**src/rtl/dmsc_pkg.sv**
```systemverilog
`default_nettype none
package dmsc_pkg;

	localparam int unsigned CMD_W = 3;
	localparam int unsigned DATA_W = 8;
	localparam int unsigned LEVEL_W = 7;
	localparam int unsigned ADDR_W = 16;
	localparam int unsigned LEN_W = 12;
	localparam int unsigned BITS_W = 4;

	localparam logic [ADDR_W-1:0] WRAP_ADDR = 16'h8000;
	localparam logic [LEVEL_W-1:0] LEVEL_TOP = 7'd125;
	localparam logic [LEVEL_W-1:0] LEVEL_STEP = 7'd2;
	localparam logic [BITS_W-1:0] BYTE_BITS = 4'd8;

	typedef enum logic [CMD_W-1:0] {
		CMD_TICK    = 3'd0,
		CMD_CONTROL = 3'd1,
		CMD_LEVEL   = 3'd2,
		CMD_START   = 3'd3,
		CMD_LENGTH  = 3'd4,
		CMD_ENABLE  = 3'd5
	} dmsc_cmd_t;

	typedef struct packed {
		logic                enable_flag;
		logic [LEVEL_W-1:0]  out_level;
		logic [ADDR_W-1:0]   start_address;
		logic [LEN_W-1:0]    start_length;
		logic [ADDR_W-1:0]   read_address;
		logic [LEN_W-1:0]    bytes_left;
		logic [DATA_W-1:0]   shift_bits;
		logic [BITS_W-1:0]   bits_left;
		logic [DATA_W-1:0]   tick_count;
		logic [DATA_W-1:0]   tick_reload;
		logic                loop_flag;
	} dmsc_state_t;

	function automatic logic [DATA_W-1:0] rate_period(input logic [3:0] idx);
		logic [DATA_W-1:0] p;
		case (idx)
			4'd0:    p = 8'd214;
			4'd1:    p = 8'd190;
			4'd2:    p = 8'd170;
			4'd3:    p = 8'd160;
			4'd4:    p = 8'd143;
			4'd5:    p = 8'd127;
			4'd6:    p = 8'd113;
			4'd7:    p = 8'd107;
			4'd8:    p = 8'd95;
			4'd9:    p = 8'd80;
			4'd10:   p = 8'd71;
			4'd11:   p = 8'd64;
			4'd12:   p = 8'd53;
			4'd13:   p = 8'd42;
			4'd14:   p = 8'd36;
			default: p = 8'd27;
		endcase
		return p;
	endfunction

endpackage
`default_nettype wire

```
**src/rtl/dmsc_step.sv**
```systemverilog
`default_nettype none
module dmsc_step
	import dmsc_pkg::*;
(
	input  dmsc_state_t       cur,
	input  logic [CMD_W-1:0]  command,
	input  logic [DATA_W-1:0] write_data,
	input  logic [DATA_W-1:0] fetched_byte,
	output dmsc_state_t       nxt,
	output logic              fetch_taken
);

	dmsc_state_t f;
	logic        do_fetch;

	// fetch phase of a tick
	always_comb begin
		f = cur;
		do_fetch = (cur.bytes_left != '0) && (cur.bits_left == '0);
		if (do_fetch) begin
			f.shift_bits = fetched_byte;
			f.bits_left = BYTE_BITS;
			f.read_address = (cur.read_address == '1) ? WRAP_ADDR : cur.read_address + 1'b1;
			f.bytes_left = cur.bytes_left - 1'b1;
			if ((f.bytes_left == '0) && cur.loop_flag) begin
				f.read_address = cur.start_address;
				f.bytes_left = cur.start_length;
			end
		end
	end

	always_comb begin
		nxt = cur;
		fetch_taken = 1'b0;
		unique case (dmsc_cmd_t'(command))
			CMD_TICK: begin
				if (cur.enable_flag) begin
					nxt = f;
					fetch_taken = do_fetch;
					if (f.tick_count == '0) begin
						nxt.tick_count = f.tick_reload;
						if (f.bits_left != '0) begin
							if (f.shift_bits[0]) begin
								if (f.out_level <= LEVEL_TOP)
									nxt.out_level = f.out_level + LEVEL_STEP;
							end else if (f.out_level >= LEVEL_STEP) begin
								nxt.out_level = f.out_level - LEVEL_STEP;
							end
							nxt.shift_bits = f.shift_bits >> 1;
							nxt.bits_left = f.bits_left - 1'b1;
						end
					end else begin
						nxt.tick_count = f.tick_count - 1'b1;
					end
				end
			end
			CMD_CONTROL: begin
				nxt.loop_flag = write_data[6];
				nxt.tick_reload = rate_period(write_data[3:0]);
			end
			CMD_LEVEL: begin
				nxt.out_level = write_data[LEVEL_W-1:0];
			end
			CMD_START: begin
				nxt.start_address = {2'b11, write_data, 6'b000000};
			end
			CMD_LENGTH: begin
				nxt.start_length = {write_data, 4'b0001};
			end
			CMD_ENABLE: begin
				nxt.enable_flag = write_data[0];
				if (!write_data[0]) begin
					nxt.bytes_left = '0;
				end else if (cur.bytes_left == '0) begin
					nxt.read_address = cur.start_address;
					nxt.bytes_left = cur.start_length;
				end
			end
			default: begin
			end
		endcase
	end

endmodule
`default_nettype wire

```
**src/rtl/delta_modulation_sample_channel.sv**
```systemverilog
// An item accepted from s_tdata is held in the input register, then its result
// is registered onto m_tdata with m_tvalid.
// Throughput: one item per cycle unless m_tready stalls the output; input
// register and result register each advance whenever the next stage is free,
// so output stalls back up only once both are full.
// Reset (arst_n low, asynchronous): all channel state and both valids clear.
`default_nettype none
module delta_modulation_sample_channel
	import dmsc_pkg::*;
(
	input  wire logic        clk,
	input  wire logic        arst_n,
	input  wire logic        s_tvalid,
	output logic             s_tready,
	input  wire logic [15:0] s_tdata,  // write_data[7:0], fetched_byte[15:8]
	input  wire logic [2:0]  s_tuser,  // command[2:0]
	output logic             m_tvalid,
	input  wire logic        m_tready,
	output logic [23:0]      m_tdata   // level[6:0], fetch_address[22:7], fetch_taken[23]
);

	logic              in_v_s1;
	logic [CMD_W-1:0]  cmd_s1;
	logic [DATA_W-1:0] data_s1;
	logic [DATA_W-1:0] byte_s1;
	dmsc_state_t       state_q;
	dmsc_state_t       state_nxt;
	logic              taken;
	logic              advance;

	assign advance = in_v_s1 && (!m_tvalid || m_tready);
	assign s_tready = !in_v_s1 || advance;

	dmsc_step u_step (
		.cur          (state_q),
		.command      (cmd_s1),
		.write_data   (data_s1),
		.fetched_byte (byte_s1),
		.nxt          (state_nxt),
		.fetch_taken  (taken)
	);

	always_ff @(posedge clk or negedge arst_n) begin
		if (!arst_n) begin
			in_v_s1 <= 1'b0;
			m_tvalid <= 1'b0;
			state_q <= '0;
		end else begin
			if (s_tvalid && s_tready)
				in_v_s1 <= 1'b1;
			else if (advance)
				in_v_s1 <= 1'b0;
			if (advance) begin
				m_tvalid <= 1'b1;
				state_q <= state_nxt;
			end else if (m_tready) begin
				m_tvalid <= 1'b0;
			end
		end
	end

	always_ff @(posedge clk) begin
		if (s_tvalid && s_tready) begin
			cmd_s1 <= s_tuser;
			data_s1 <= s_tdata[7:0];
			byte_s1 <= s_tdata[15:8];
		end
		if (advance)
			m_tdata <= {taken, state_nxt.read_address, state_nxt.out_level};
	end

endmodule
`default_nettype wire
```
**config.mk**
```make
export PLATFORM = sky130hd
export DESIGN_NAME = delta_modulation_sample_channel
export DESIGN_NICKNAME = d
export VERILOG_FILES = /design/src/rtl/dmsc_pkg.sv /design/src/rtl/dmsc_step.sv /design/src/rtl/delta_modulation_sample_channel.sv
export SDC_FILE = /design/constraint.sdc
export NUM_CORES = 1
export LEC_CHECK = 0
export ABC_AREA = 1
export BUFFER_PORTS_ARGS = -buffer_cell sky130_fd_sc_hd__clkbuf_2
export CORE_UTILIZATION = 60
export CTS_CLUSTER_SIZE = 10
export DETAILED_ROUTE_END_ITERATION = 6
export HOLD_SLACK_MARGIN = 0.08
export PLACE_DENSITY = 0.78
export SLEW_MARGIN = 30
export SYNTH_ARGS = -nofsm -noshare
export SYNTH_HDL_FRONTEND = slang
export SYNTH_SLANG_ARGS = --single-unit
```
**constraint.sdc**
```tcl
create_clock -name clk -period 2.31 [get_ports clk]
set_input_delay 0.462 -clock clk [delete_from_list [all_inputs] [get_ports clk]]
set_output_delay 0.462 -clock clk [all_outputs]
set_load 0.02 [all_outputs]
```
==> reports/metrics.cfg <==
[route]
firstDrtPassIters=7
wl_met2_um=8050
met3_length_um=1020
wl_per_cell_um=15.0
wl_met1_um=7470
vias_per_cell=5.54
routed.top_layer=met4
dr.first_iter.drc_count=580
vias=6212
drtAntennaViolNets=0
postRouteWirelength_um=16800
drc=4

[worst_setup_path]
worst_setup_path_start_kind=flop
worstPathRequired_ns=2.47
worstSetupStartpoint=state_q[30]
r2r-start=state_q[30]
criticalPathCategory=flop to flop
end_kind=flop
critPathMaxFanout=5
cp.arrival_ns=2.33

[global_route]
grt_pass1_vias=5952
grt_pass1_wl_um=28200
antenna_found_initial=0
grt_overflow=0
grt_max_degree=49
grt_usage_pct=29.2

[run]
cap_violations=0

[sta]
fmax_mhz=462
rsz0062_at_grt=true
setup_viol=0
setup-tns-final_ns=0
period_share_pct=93.8
fin_ws_ns=0.144
fin_skew_ns=0.0109
drv_slew=0
worstMarginPinSlew_ns=0.598
holdWs_ns=0.216
period_needed_ns=2.17
report.final.hold_viol_count=0
slew_headroom_pct=59.9

[die]
die-area_sq_um=12400
rows=39
ioPinCount=49
dieWidth_um=112
initial_core_util_pct=62.3
core_region_area_sq_um=11600
die_h_um=112

[logic_synthesis]
synth_edf_count=43
syn_area_sq_um=7200
postSynthCellCount=889
syn_area_per_cell_sq_um=8.10
syn_nets=925
synthFlopType=dfrtp_1
async_reset_ff_share_pct=62.5
ys_seq_area_share_pct=49.7
synth_seq_cells=136
ys_warn_count=0
yosysUniqueCellTypes=43

[worst_hold_path]
min_from=s_tdata[15]
holdCritPathClass=input pin to flop

[status]
violations=design-rule violations
run_status=finished with violations

[cts]
cts-root-buf=clkbuf_16
cts_sinks=136
cts_tree=yes
clk_latency_ns=0.42
h-tree-depth=4
clk_pin_slew_worst_paths_ns=0.06
clock_path_buffers=2
cts_buffers=17

[final_layout]
antennaDiodeCount=0
area_growth_pct=17.6
drive_gt1_share_pct=17.0
final_nets=1002
final_area_sq_um=8470

[placed_design]
dp_slack_ns=-0.149
gp_congestion=0.922
placed_cell_area_sq_um=7730
io_buffers=48
dp_hpwl_um=12000

[pwr]
swShare_pct=35.2
leakagePower_nw=4.11
p_int_w=0.00550
p_per_area_nw_per_um2=1000
p_comb_share_pct=27.4
sequentialPowerShare_pct=40.0
p_total_w=0.00848
vdd.ir_drop.worst_mv=0.778
p_switching_w=0.00298
clkPwrFrac_pct=32.7

-- synthesized netlist by cell type, types with 2 or more instances --
cell        n  area (sq um)
o31ai_1     2          15.0
nor2_2      7          43.8
nand2_2     8          50.1
dfxtp_1     8           160
mux2_2      8          90.1
inv_2       3          11.3
o221ai_1    3          26.3
nor3_1     14          70.1
clkinv_1    2          7.51
xor2_1      9          78.8
a22oi_1     6          45.0
buf_2       9          45.0
o21ai_0    70           350
mux2i_1     4          40.0
o22ai_1    14          87.6
a31oi_1     3          18.8
nand4_1    13          81.3
o21ai_1     3          15.0
inv_1     107           402
nor2_4      6          67.6
edfxtp_1   43          1290
clkbuf_1    7          26.3
nand2_1   284          1070
nor2_1     54           203
nand3_1    57           285
o211ai_1   11          82.6
nand3b_1    4          30.0
a21oi_1    16          80.1
xnor2_1     4          35.0
ha_1       13           163
dfrtp_1    85          2130
-- sequential cells by signal (all words and copies together), names as in the netlist --
register,flops
byte_s1,8
state_q,83
m_tdata,24
cmd_s1,3
in_v_s1,1
m_tvalid,1
state_nxt,8
data_s1,8
-- area by class of cell --
class	instances	area, sq um
sequential	136	3580
multi-input combinational	624	3230
fill	888	3090
timing repair buffer	75	464
clock buffer	18	450
inverter	112	420
tap	143	179
clock inverter	14	156
-- critical path, cell delays in order (launching register included) --
cell     delay (ns)
dfrtp_1        0.41
inv_2          0.09
ha_4           0.15
inv_1          0.06
nor2_2         0.11
nand3_2        0.11
nor2_1         0.10
nand2_1        0.07
nand2_2        0.10
inv_2          0.06
nor2_4         0.23
buf_6          0.16
nand3_1        0.09
nand4_1        0.10
nand2_1        0.07
-- routing by layer --
metal	vias up	GRT usage (%)
met1	2861	38.3
met3	32	7.19
met2	234	47.7
met4	0	9.73
met5	-	0
li1	3085	-
-- cell families (layout without fill, tap and decap cells) --
logic type               Yosys count  count (layout)  share of synthesized area [%]
AO/OA/AOI/OAI                    133             133                           10.6
XOR/XNOR                          13              13                           1.58
adder cells (fa/ha/maj)           13              13                           2.26
buffers and inverters            130             219                           7.09
flip-flops                       136             136                           49.7
multiplexers                      12              12                           1.81
AND/OR/NAND/NOR                  452             453                           27.0
-- repair_timing --
| item | CTS | global route |
|---|---|---|
| gates resized for setup | 3 | 28 |
| hold endpoints to repair | 35 | 0 |
| hold buffers | 1 | 0 |
| cloned | 0 | 1 |
| setup buffers | 0 | 1 |
| setup endpoints to repair | 12 | 60 |
| pin swaps | 0 | 4 |
-- placed cells by master (no fill, tap or decap), drive strengths merged, types with 16 or more instances in the layout --
cell type	count
a21oi	16
buf	27
clkbuf	65
dfrtp	85
edfxtp	43
inv	118
nand2	294
nand3	58
nor2	67
o21ai	73
-- path summary, 6_finish.rpt --
kind | end | slack [ns] | cells past startpoint
max | m_tdata[14] | 0.14 | 14
min | byte_s1[7] | 0.22 | 1
max reg2reg | m_tdata[14] | 0.14 | 14
min reg2reg | state_q[6] | 0.46 | 1
max in group asynchronous | state_q[53] | 1.16 | 3
min in group asynchronous | state_q[31] | 0.56 | 2
-- power groups by stage --
stage               clock network (W)  logic, W  registers [W]
finish                        0.00277   0.00232        0.00339
global route                  0.00291   0.00260        0.00345
CTS                           0.00279   0.00223        0.00337
detailed placement                  0   0.00221        0.00341
global placement                    0   0.00215        0.00340
floorplan                           0   0.00157        0.00338
-- metrics by stage --
| step | cells | util (%) |
|---|---|---|
| 4_1_cts | 1120 | 72.3 |
| 5_1_grt | 1122 | 73.3 |
| 2_1_floorplan | 889 | - |
| 6_report | 1122 | 73.3 |
| 3_3_place_gp | 1087 | 66.9 |
| 3_5_place_dp | 1087 | 66.9 |
Note: power is estimated with default switching activity, not from simulation.
